<file path="src/rtl/refa_pkg.sv">
// Shared types, constants and helper functions for the reference number allocator.
// No dependencies; every other RTL file imports this package.
`default_nettype none

package refa_pkg;

    localparam int REF_SLOTS = 256;
    localparam int SLOT_W    = $clog2(REF_SLOTS);
    localparam int CNT_W     = $clog2(REF_SLOTS + 1);
    localparam int ROW_BITS  = 16;
    localparam int BIT_W     = $clog2(ROW_BITS);
    localparam int ROWS      = (REF_SLOTS + ROW_BITS - 1) / ROW_BITS;
    localparam int ROW_IDX_W = (ROWS > 1) ? $clog2(ROWS) : 1;

    localparam logic ACT_OBTAIN = 1'b0;
    localparam logic ACT_FREE   = 1'b1;

    localparam logic [1:0] STAT_ALLOC   = 2'd0;
    localparam logic [1:0] STAT_NOREF   = 2'd1;
    localparam logic [1:0] STAT_FREED   = 2'd2;
    localparam logic [1:0] STAT_WASFREE = 2'd3;

    typedef logic [SLOT_W-1:0]    slot_t;
    typedef logic [CNT_W-1:0]     cnt_t;
    typedef logic [ROW_IDX_W-1:0] row_idx_t;
    typedef logic [BIT_W-1:0]     bit_idx_t;
    typedef logic [ROW_BITS-1:0]  row_t;
    typedef logic [ROWS-1:0]      row_vec_t;

    typedef struct packed {
        logic        action;
        logic [15:0] owner_handle;
        logic [7:0]  ref_number;
    } req_t;

    typedef struct packed {
        logic [7:0] ref_out;
        logic [1:0] status;
        logic [7:0] highest_open;
        logic [7:0] open_count;
    } rsp_t;

    typedef struct packed {
        logic     en;
        row_idx_t row;
    } bm_rd_t;

    typedef struct packed {
        logic     en;
        row_idx_t row;
        row_t     data;
    } bm_wr_t;

    typedef struct packed {
        row_vec_t nonempty;
        row_vec_t full;
    } bm_sum_t;

    typedef enum logic [2:0] {
        ST_IDLE,
        ST_ROW,
        ST_UPD,
        ST_SCAN,
        ST_HIGH,
        ST_DONE
    } refa_state_t;

    function automatic row_t usable_mask(row_idx_t row);
        row_t m;
        int   idx;
        m = '0;
        for (int b = 0; b < ROW_BITS; b++)
        begin
            idx  = int'(row) * ROW_BITS + b;
            m[b] = (idx != 0) && (idx < REF_SLOTS);
        end
        return m;
    endfunction

    function automatic row_idx_t lowest_row(row_vec_t v);
        row_idx_t idx;
        idx = '0;
        for (int i = ROWS - 1; i >= 0; i--)
        begin
            if (v[i])
                idx = ROW_IDX_W'(i);
        end
        return idx;
    endfunction

    function automatic row_idx_t highest_row(row_vec_t v);
        row_idx_t idx;
        idx = '0;
        for (int i = 0; i < ROWS; i++)
        begin
            if (v[i])
                idx = ROW_IDX_W'(i);
        end
        return idx;
    endfunction

    function automatic bit_idx_t lowest_bit(row_t v);
        bit_idx_t idx;
        idx = '0;
        for (int i = ROW_BITS - 1; i >= 0; i--)
        begin
            if (v[i])
                idx = BIT_W'(i);
        end
        return idx;
    endfunction

    function automatic bit_idx_t highest_bit(row_t v);
        bit_idx_t idx;
        idx = '0;
        for (int i = 0; i < ROW_BITS; i++)
        begin
            if (v[i])
                idx = BIT_W'(i);
        end
        return idx;
    endfunction

    function automatic slot_t slot_of(row_idx_t row, bit_idx_t b);
        return SLOT_W'(int'(row) * ROW_BITS + int'(b));
    endfunction

    function automatic row_idx_t row_of(slot_t s);
        return ROW_IDX_W'(int'(s) / ROW_BITS);
    endfunction

    function automatic bit_idx_t bit_of(slot_t s);
        return BIT_W'(int'(s) % ROW_BITS);
    endfunction

endpackage

`default_nettype wire

</file>
<file path="src/rtl/reference_number_allocator_top.sv">
// Obtain passes the row read, update and done steps; a refused obtain goes straight to done;
// free adds the high-mark rescan (scan, high) after the update. The bitmap row read is registered.
// Requests are taken one at a time, only in the idle state; a stalled response holds done, but a new
// request is taken while the previous response waits in the output register.
// Reset: asynchronous, clears occupancy flags, high mark, count and handshakes.
// Top level of the reference number allocator; uses refa_pkg, refa_ctrl, refa_bitmap.
`default_nettype none

module reference_number_allocator_top (
    input  logic           clk,
    input  logic           rst_n,
    input  logic           req_valid,
    output logic           req_stall,
    input  refa_pkg::req_t req,
    output logic           rsp_valid,
    input  logic           rsp_stall,
    output refa_pkg::rsp_t rsp
);
    import refa_pkg::*;

    bm_rd_t  bm_rd;
    bm_wr_t  bm_wr;
    row_t    bm_rdata;
    bm_sum_t bm_sum;

    refa_ctrl u_ctrl (
        .clk       (clk),
        .rst_n     (rst_n),
        .req_valid (req_valid),
        .req_stall (req_stall),
        .req       (req),
        .rsp_valid (rsp_valid),
        .rsp_stall (rsp_stall),
        .rsp       (rsp),
        .bm_rd     (bm_rd),
        .bm_wr     (bm_wr),
        .bm_rdata  (bm_rdata),
        .bm_sum    (bm_sum)
    );

    refa_bitmap u_bitmap (
        .clk   (clk),
        .rst_n (rst_n),
        .rd    (bm_rd),
        .wr    (bm_wr),
        .rdata (bm_rdata),
        .sum   (bm_sum)
    );

endmodule

`default_nettype wire

</file>
<file path="src/rtl/refa_bitmap.sv">
// Occupancy bitmap: row memory with registered read, plus per-row
// nonempty and full summary flags. Depends on refa_pkg.
`default_nettype none

module refa_bitmap (
    input  logic              clk,
    input  logic              rst_n,
    input  refa_pkg::bm_rd_t  rd,
    input  refa_pkg::bm_wr_t  wr,
    output refa_pkg::row_t    rdata,
    output refa_pkg::bm_sum_t sum
);
    import refa_pkg::*;

    row_t     mem [ROWS];
    row_t     rdata_reg;
    logic     rvalid_reg;
    row_vec_t nonempty_reg;
    row_vec_t full_reg;

    always_ff @(posedge clk)
    begin
        if (wr.en)
            mem[wr.row] <= wr.data;
        if (rd.en)
            rdata_reg <= mem[rd.row];
    end

    always_ff @(posedge clk or negedge rst_n)
    begin
        if (!rst_n)
        begin
            rvalid_reg   <= 1'b0;
            nonempty_reg <= '0;
            full_reg     <= '0;
        end
        else
        begin
            if (rd.en)
                rvalid_reg <= nonempty_reg[rd.row];
            if (wr.en)
            begin
                nonempty_reg[wr.row] <= |wr.data;
                full_reg[wr.row]     <= &(wr.data | ~usable_mask(wr.row));
            end
        end
    end

    // a row never written since reset reads as empty
    assign rdata        = rvalid_reg ? rdata_reg : '0;
    assign sum.nonempty = nonempty_reg;
    assign sum.full     = full_reg;

endmodule

`default_nettype wire

</file>
<file path="src/rtl/refa_ctrl.sv">
// Request sequencer: free-slot search, release and high-mark rescan over the
// bitmap, owner table, counters and response register. Depends on refa_pkg.
`default_nettype none

module refa_ctrl (
    input  logic              clk,
    input  logic              rst_n,
    input  logic              req_valid,
    output logic              req_stall,
    input  refa_pkg::req_t    req,
    output logic              rsp_valid,
    input  logic              rsp_stall,
    output refa_pkg::rsp_t    rsp,
    output refa_pkg::bm_rd_t  bm_rd,
    output refa_pkg::bm_wr_t  bm_wr,
    input  refa_pkg::row_t    bm_rdata,
    input  refa_pkg::bm_sum_t bm_sum
);
    import refa_pkg::*;

    refa_state_t state_reg, state_next;
    req_t        op_reg, op_next;
    row_idx_t    row_reg, row_next;
    rsp_t        res_reg, res_next;
    slot_t       high_reg, high_next;
    cnt_t        live_reg, live_next;
    rsp_t        rsp_reg, rsp_next;
    logic        rsp_valid_reg, rsp_valid_next;

    logic [15:0] owner_mem [REF_SLOTS];
    logic        own_we;
    slot_t       own_addr;

    row_t     free_vec;
    bit_idx_t pick_bit;
    slot_t    pick_slot;
    slot_t    rel_slot;
    bit_idx_t rel_bit;

    function automatic rsp_t make_rsp(slot_t r, logic [1:0] st, slot_t hi, cnt_t cnt);
        rsp_t p;
        p.ref_out      = 8'(r);
        p.status       = st;
        p.highest_open = 8'(hi);
        p.open_count   = 8'(cnt);
        return p;
    endfunction

    always_ff @(posedge clk or negedge rst_n)
    begin
        if (!rst_n)
        begin
            state_reg     <= ST_IDLE;
            high_reg      <= '0;
            live_reg      <= '0;
            rsp_valid_reg <= 1'b0;
        end
        else
        begin
            state_reg     <= state_next;
            high_reg      <= high_next;
            live_reg      <= live_next;
            rsp_valid_reg <= rsp_valid_next;
        end
    end

    always_ff @(posedge clk)
    begin
        op_reg  <= op_next;
        row_reg <= row_next;
        res_reg <= res_next;
        rsp_reg <= rsp_next;
        if (own_we)
            owner_mem[own_addr] <= op_reg.owner_handle;
    end

    always_comb
    begin
        state_next     = state_reg;
        op_next        = op_reg;
        row_next       = row_reg;
        res_next       = res_reg;
        high_next      = high_reg;
        live_next      = live_reg;
        rsp_next       = rsp_reg;
        rsp_valid_next = rsp_valid_reg && rsp_stall;
        req_stall      = 1'b1;
        bm_rd          = '0;
        bm_wr          = '0;
        own_we         = 1'b0;
        own_addr       = '0;

        free_vec  = ~bm_rdata & usable_mask(row_reg);
        pick_bit  = lowest_bit(free_vec);
        pick_slot = slot_of(row_reg, pick_bit);
        rel_slot  = SLOT_W'(op_reg.ref_number);
        rel_bit   = bit_of(rel_slot);

        case (state_reg)
            ST_IDLE:
            begin
                req_stall = 1'b0;
                if (req_valid)
                begin
                    op_next = req;
                    if (req.action == ACT_OBTAIN)
                    begin
                        if ((32'(live_reg) + 1 < REF_SLOTS) && (~bm_sum.full != '0))
                        begin
                            row_next     = lowest_row(~bm_sum.full);
                            bm_rd.en     = 1'b1;
                            bm_rd.row    = row_next;
                            state_next   = ST_ROW;
                        end
                        else
                        begin
                            res_next   = make_rsp('0, STAT_NOREF, high_reg, live_reg);
                            state_next = ST_DONE;
                        end
                    end
                    else if (32'(req.ref_number) < REF_SLOTS)
                    begin
                        row_next   = row_of(SLOT_W'(req.ref_number));
                        bm_rd.en   = 1'b1;
                        bm_rd.row  = row_next;
                        state_next = ST_ROW;
                    end
                    else
                    begin
                        res_next   = make_rsp('0, STAT_WASFREE, high_reg, live_reg);
                        state_next = ST_DONE;
                    end
                end
            end

            ST_ROW:
            begin
                state_next = ST_UPD;
            end

            ST_UPD:
            begin
                if (op_reg.action == ACT_OBTAIN)
                begin
                    bm_wr.en   = 1'b1;
                    bm_wr.row  = row_reg;
                    bm_wr.data = bm_rdata | (row_t'(1) << pick_bit);
                    own_we     = 1'b1;
                    own_addr   = pick_slot;
                    live_next  = live_reg + cnt_t'(1);
                    high_next  = (pick_slot > high_reg) ? pick_slot : high_reg;
                    res_next   = make_rsp(pick_slot, STAT_ALLOC, high_next, live_next);
                    state_next = ST_DONE;
                end
                else if (bm_rdata[rel_bit])
                begin
                    bm_wr.en   = 1'b1;
                    bm_wr.row  = row_reg;
                    bm_wr.data = bm_rdata & ~(row_t'(1) << rel_bit);
                    if (live_reg != '0)
                        live_next = live_reg - cnt_t'(1);
                    state_next = ST_SCAN;
                end
                else
                begin
                    res_next   = make_rsp('0, STAT_WASFREE, high_reg, live_reg);
                    state_next = ST_DONE;
                end
            end

            ST_SCAN:
            begin
                if (bm_sum.nonempty != '0)
                begin
                    row_next   = highest_row(bm_sum.nonempty);
                    bm_rd.en   = 1'b1;
                    bm_rd.row  = row_next;
                    state_next = ST_HIGH;
                end
                else
                begin
                    high_next  = '0;
                    res_next   = make_rsp('0, STAT_FREED, high_next, live_reg);
                    state_next = ST_DONE;
                end
            end

            ST_HIGH:
            begin
                high_next  = slot_of(row_reg, highest_bit(bm_rdata));
                res_next   = make_rsp('0, STAT_FREED, high_next, live_reg);
                state_next = ST_DONE;
            end

            ST_DONE:
            begin
                if (!rsp_valid_reg || !rsp_stall)
                begin
                    rsp_next       = res_reg;
                    rsp_valid_next = 1'b1;
                    state_next     = ST_IDLE;
                end
            end

            default:
            begin
                state_next = ST_IDLE;
            end
        endcase
    end

    assign rsp_valid = rsp_valid_reg;
    assign rsp       = rsp_reg;

    a_empty_no_mark: assert property (@(posedge clk) disable iff (!rst_n)
        (state_reg == ST_IDLE && live_reg == '0) |-> (high_reg == '0))
        else $error("high mark nonzero with no open references");

    a_accept_busy: assert property (@(posedge clk) disable iff (!rst_n)
        (req_valid && !req_stall) |=> (state_reg != ST_IDLE))
        else $error("accepted request did not start");

    a_write_in_upd: assert property (@(posedge clk) disable iff (!rst_n)
        bm_wr.en |-> (state_reg == ST_UPD))
        else $error("bitmap write outside update step");

    a_rsp_from_done: assert property (@(posedge clk) disable iff (!rst_n)
        $rose(rsp_valid_reg) |-> ($past(state_reg) == ST_DONE))
        else $error("response raised outside done step");

endmodule

`default_nettype wire

</file>
<file path="config.mk">
export PLATFORM = sky130hd
export DESIGN_NAME = reference_number_allocator_top
export DESIGN_NICKNAME = d
export VERILOG_FILES = /design/src/rtl/refa_pkg.sv /design/src/rtl/reference_number_allocator_top.sv /design/src/rtl/refa_bitmap.sv /design/src/rtl/refa_ctrl.sv
export SDC_FILE = /design/constraint.sdc
export NUM_CORES = 1
export LEC_CHECK = 0
export BUFFER_PORTS_ARGS = -buffer_cell sky130_fd_sc_hd__buf_2
export CAP_MARGIN = 20
export CORE_ASPECT_RATIO = 0.75
export CORE_MARGIN = 1
export CORE_UTILIZATION = 35
export DETAILED_ROUTE_END_ITERATION = 6
export PLACE_DENSITY = 0.58
export SYNTH_ARGS = -nofsm -noshare
export SYNTH_HDL_FRONTEND = slang
export SYNTH_SLANG_ARGS = --single-unit
</file>
<file path="constraint.sdc">
create_clock -name clk -period 9.5 [get_ports clk]
set_input_delay 0 -clock clk [delete_from_list [all_inputs] [get_ports clk]]
set_output_delay 0 -clock clk [all_outputs]
set_load 0.01 [all_outputs]
</file>
==> metrics, run 1 <==
Critical Path Most Common Cell nand2_1; CTS root buf clkbuf_16; RSZ-0062 raised after global routing false; mux cell area share after synthesis 9.30%; post-synthesis compound-gate area fraction 10.3%; Yosys warning count 0; overall routed net length 41700 um; routed vias/inst 5.49; crit path cell chain nor2b_1 > nand2_1 > a41oi_1 > o31a_1 > a311o_2 > buf_4 > mux4_2 > a22oi_1 > nand2_1; critical path class reg2reg; TritonRoute pass-1 iters 5; Net Count, Synth 1197; Vias 10.3k; skew final 0.0163 ns; Max Slew Vio Count 0; number of port buffers 40; post-CTS setup buffer count 0; slew margin rel. 20.8%; area added between synthesis and finish 14.0%; status finished, final reports clean; worst reg-to-reg path cell count 9; Placer Congestion 0.935; fin crit share 53.2%; max FFs per register 256; CP peak stage delay 0.84 ns; Synth top area share 58.7%; Setup TNS Final 0 ns; Mapped Area 17000 um^2; nets@finish 1257; clock-pin slew reported for the worst setup and hold paths after clock tree synthesis 0.06 ns; worst-margin pin slew 1.19 ns; async set or reset register ratio after synthesis 14.0%; worst reg2reg path startpoint u_ctrl.state_reg[1]; post-cts repair resize count 0; FILL cells 4389; Final min period 5.05 ns; synth cell count leaders edfxtp_1 (333), nand2_1 (114), nor2_1 (68); Die X 257 um; vias in the first global route 9836; area share of fa/ha/maj cells after synthesis 0.808%; CTS Sinks 387; worst r2r dst u_bitmap.rdata_reg[0]; final setup violation count 0; most common flop cell mapped by yosys edfxtp_1; pwr dens 264 nW/um^2; Core Region 47700 um^2; simple-gate share of the synthesized area 9.19%; CP Max Fanout 46; Hold WS 0.143 ns; largest net degree at the start of global routing 55; slowest library cell on the worst path buf_4; Setup crit end kind register; clock tree buffer depth 3; antenna-violating nets left 0; Clock Latency Late Sink 0.55 ns; WP data required 9.79 ns; FF-to-FF setup slack 4.45 ns; # rows 69; # diodes 0; routed wire length per instance 22.1 um; f_max 198 MHz; Area contributors post-synth edfxtp_1 (59%), mux4_2 (8.5%), dfrtp_1 (7.9%), nand2_1 (2.5%), a22oi_1 (1.6%); FF+latch area 11400 um^2; Critical Path AT 5.35 ns; post-synthesis cell type count 85; HP Class in2async; global route overflow 0; Post-CTS Hold Fix Bufs 11; HPWL Detailed 26100 um; first-pass GRT wire length 62500 um; register area share after synthesis 66.7%; P_leak 7.05 nW; most frequent cell after synthesis edfxtp_1; drt first-iter violations 1187; maximum vdd drop 0.169 mV; total global-route track usage 16.8%; DRC errors left 0; Initial Util 35.7%; htree depth 2; Cells after Synth 1157; layout cells sized above 1 18.2%; antenna violations before repair 0; TritonCTS Buffers 39; CTS tree built; Synth area leader edfxtp_1; reported max-cap violation count 0; Startpoint Class register; die area 49500 um^2; multi-input combinational cell area 5220 um^2; largest family of logic cells by synthesized area compound AO/OA/AOI/OAI gates; post-synthesis register bit count 387; Die H 193 um; XOR/XNOR share of the synthesized area 0.772%; Avg Cell Area, Syn 14.7 um^2; Ports 57; Final Hold Vio Count 0; number of synthesized flops with an enable pin 333
## critical path, delay by kind of cell, from the launching register on
family,cells,cell delay (ns)
multiplexers,1,0.59
buffers and inverters,1,0.84
AND/OR/NAND/NOR,3,0.69
flip-flops,1,0.51
AO/OA/AOI/OAI,4,2.08
## placed cells by master, fill, tap and decap left out, types with 24 or more instances in the layout
| master | Yosys | final |
|---|---|---|
| nand3_1 | 24 | 24 |
| nor2_1 | 68 | 67 |
| mux4_2 | 64 | 64 |
| a22oi_1 | 37 | 37 |
| buf_2 | 22 | 40 |
| clkbuf_16 | 0 | 39 |
| edfxtp_1 | 333 | 333 |
| dfrtp_1 | 54 | 54 |
| a21oi_1 | 44 | 44 |
| o21ai_0 | 28 | 28 |
| inv_1 | 45 | 45 |
| nand2_1 | 114 | 114 |
## cell type report
type	instances	share of cell area (%)
flip-flops and latches	387	58.5
multi-input cells	665	26.9
clock buffers	44	5.12
well taps	639	4.12
repair buffers	78	3.24
clock inverters	26	1.26
inverters	46	0.915
## per-stage QoR
step | setup slack, ns | cells | utilization [%] | total power (W) | cell area, um^2
6_report | 4.45 | 1885 | 40.7 | 0.00513 | 19400
5_1_grt | 3.94 | 1885 | 40.7 | 0.00537 | 19400
4_1_cts | 4.39 | 1879 | 40.6 | 0.00514 | 19300
3_5_place_dp | 4.40 | 1798 | 37.7 | 0.00365 | 18000
3_3_place_gp | 4.49 | 1792 | 37.5 | 0.00363 | 17900
2_1_floorplan | 5.44 | 1157 | - | 0.00324 | 17000
## worst max-delay path by stage
stage	from	to	slack [ns]	cells past startpoint
floorplan	u_ctrl.rel_slot[0]	u_ctrl.res_reg[0]	5.44	6
global placement	u_ctrl.state_reg[1]	u_bitmap.rdata_reg[7]	4.49	9
detailed placement	u_ctrl.state_reg[1]	u_bitmap.rdata_reg[0]	4.40	9
CTS	u_ctrl.state_reg[1]	u_bitmap.rdata_reg[0]	4.39	9
global route	u_ctrl.state_reg[1]	u_bitmap.rdata_reg[7]	3.94	9
finish	u_ctrl.state_reg[1]	u_bitmap.rdata_reg[0]	4.45	9
## layer usage
metal	vias up	global-route usage, %	routed length (um)
met5	-	0	0
met2	391	25.5	18300
li1	4651	-	-
met3	49	2.97	2840
met4	0	3.59	564
met1	5249	25.2	20000
## report_power, final
part	total (W)	internal, W	switching [W]	leakage (nW)
sequential	0.00239	0.00212	0.000268	4.09
combinational	0.00125	0.000489	0.000765	2.36
clock	0.00149	0.000824	0.000664	0.601
## logic make-up after synthesis
family	Yosys count
AOI/OAI and AO/OA	243
adders and majority gates	11
and+or+nand+nor	318
DFF	387
buffers and inverters	105
muxes	78
xor gates and xnor gates	15
(Power assumes the default switching activity.)
==> inputs of run 2 (changes only) <==
- PLACE_DENSITY: 0.58 -> 0.6
- clock period: 9.5 -> 4.6 ns (I/O delays scaled with it)
==> run 2 against run 1 <==
Net effect: setup slack worse by 3.9 ns; register-to-register slack worse by 3.9 ns; total power is 110% higher; global-route usage is 0.24 points higher; sequential share of layout area is 0.78 points lower; cell area is 1.4% higher; sequential cell count stayed put; worst hold slack worse by 0.027 ns; clock skew is 0.013 ns higher; first-iteration DRC count is 1.2% higher; critical path depth is 5 higher.
==> metrics, run 2 (same netlist as run 1, synthesis figures left out) <==
CTS tree built; Clock Latency Late Sink 0.55 ns; Setup crit end kind register; Vias 10.6k; CTS root buf clkbuf_16; clock network fraction of design power 28.6%; worst-margin pin slew 0.977 ns; f_max 249 MHz; post-CTS setup buffer count 0; Max Slew Vio Count 0; overall routed net length 42100 um; commonest non-fill, non-tap cell in the layout edfxtp_1; status finished, final reports clean; vias in the first global route 10.2k; area added between synthesis and finish 15.6%; antenna violations before repair 0; Comb pwr share 25.6%; worst reg2reg path startpoint u_ctrl.row_reg[0]; Critical Path AT 4.31 ns; global route overflow 0; Initial Util 35.7%; switch share 33.0%; WP data required 4.90 ns; DRC errors left 0; FF-to-FF setup slack 0.59 ns; Die H 193 um; largest net degree at the start of global routing 70; Worst Setup SP u_ctrl.row_reg[0]; total global-route track usage 17.0%; htree depth 2; Final WS setup 0.589 ns; P_int 0.00713 W; Final min period 4.01 ns; Setup TNS Final 0 ns; Core Region 47700 um^2; routed wire length per instance 21.9 um; # diodes 0; HPWL Detailed 26100 um; CTS Sinks 387; Final Hold Vio Count 0; # rows 69; sequential share of power 45.8%; fin crit share 87.2%; worst reg-to-reg path cell count 14; drt first-iter violations 1201; antenna-violating nets left 0; P_leak 7.21 nW; RSZ-0062 raised after global routing false; HP Class in2async; routed vias/inst 5.51; critical path class reg2reg; maximum vdd drop 0.260 mV; layout cells sized above 1 19.8%; clock-pin slew reported for the worst setup and hold paths after clock tree synthesis 0.07 ns; Ports 57; TritonRoute pass-1 iters 6; worst slack at placement 0.715 ns; die area 49500 um^2; reported max-cap violation count 0; clock tree buffer depth 3; Placer Congestion 0.899; Hold WS 0.117 ns; first-pass GRT wire length 63600 um; sw power 0.00351 W; skew final 0.0296 ns; CP Max Fanout 8; slew margin rel. 34.6%; worst r2r dst u_ctrl.res_reg[13]; max FFs per register 256; nets@finish 1291; number of port buffers 40; Startpoint Class register; pwr dens 541 nW/um^2; Die X 257 um; TritonCTS Buffers 38; most frequent cells in the layout edfxtp_1 (333), nand2_1 (114), nor2_1 (67); final setup violation count 0
==> run 2: cell types whose count changed in the layout (fill, tap and decap cells not counted), moves of 3 or more <==
cell and delta:
buf_4 +30, buf_12 +11, clkbuf_1 +7, buf_16 -5, clkinv_2 -5, clkinvlp_4 -3
==> run 2: worst max path at each step <==
| stage | to | cells after the start | slack, ns |
|---|---|---|---|
| floorplan | u_ctrl.res_reg[0] | 6 | 0.54 |
| global placement | u_ctrl.res_reg[13] | 14 | 0.72 |
| detailed placement | u_ctrl.res_reg[13] | 14 | 0.71 |
| CTS | u_ctrl.res_reg[13] | 14 | 0.67 |
| global route | u_ctrl.res_reg[8] | 15 | 0.36 |
| finish | u_ctrl.res_reg[13] | 14 | 0.59 |
==> run 2: metrics by stage <==
step                      total power (W)  area, um^2  cells  utilization, %
final                              0.0106       19700   1919            41.3
after global routing               0.0111       19700   1919            41.3
after CTS                          0.0107       19600   1916            41.2
after detailed placement          0.00760       18300   1836            38.5
after global placement            0.00757       18300   1836            38.5
after floorplan                   0.00670       17000   1157               -
==> run 2: cell type report <==
class | count | area, um^2
repair buffers | 113 | 925
clock inverters | 18 | 196
fillers | 4381 | 28000
inverters | 46 | 178
clock buffers | 51 | 1010
well taps | 639 | 800
flip-flops and latches | 387 | 11400
multi-input cells | 665 | 5220
==> run 2: per-layer routing <==
| metal | GRT usage, % | wire (um) |
|---|---|---|
| met1 | 25.6 | 19600 |
| met5 | 0 | 0 |
| met4 | 4.42 | 828 |
| met2 | 25.2 | 18300 |
| met3 | 3.28 | 3380 |
==> run 2: timing repair <==
action / 4_1_cts / 5_1_grt
endpoints found under the hold margin: 65 / 0
resized for setup: 0 / 0
setup endpoints to repair: 0 / 0
hold buffers: 11 / 0
==> run 2: power groups by stage <==
stage | Combinational, W | Clock, W | Sequential (W)
finish | 0.00273 | 0.00304 | 0.00487
global route | 0.00298 | 0.00325 | 0.00491
CTS | 0.00271 | 0.00311 | 0.00485
detailed placement | 0.00269 | 0 | 0.00492
global placement | 0.00267 | 0 | 0.00491
floorplan | 0.00201 | 0 | 0.00469
==> run 2: worst max-delay path, cell delays in order, from the launching register on <==
cell and delay, ns:
edfxtp_1 0.40, nor4_2 0.64, a21oi_1 0.21, or2_1 0.30
or2_1 0.22, inv_1 0.17, ha_1 0.28, nor2b_1 0.14
o21a_1 0.16, o21a_1 0.16, o21ai_0 0.14, nand3b_1 0.14
nand2_1 0.26, o21ai_1 0.25, a22o_1 0.29
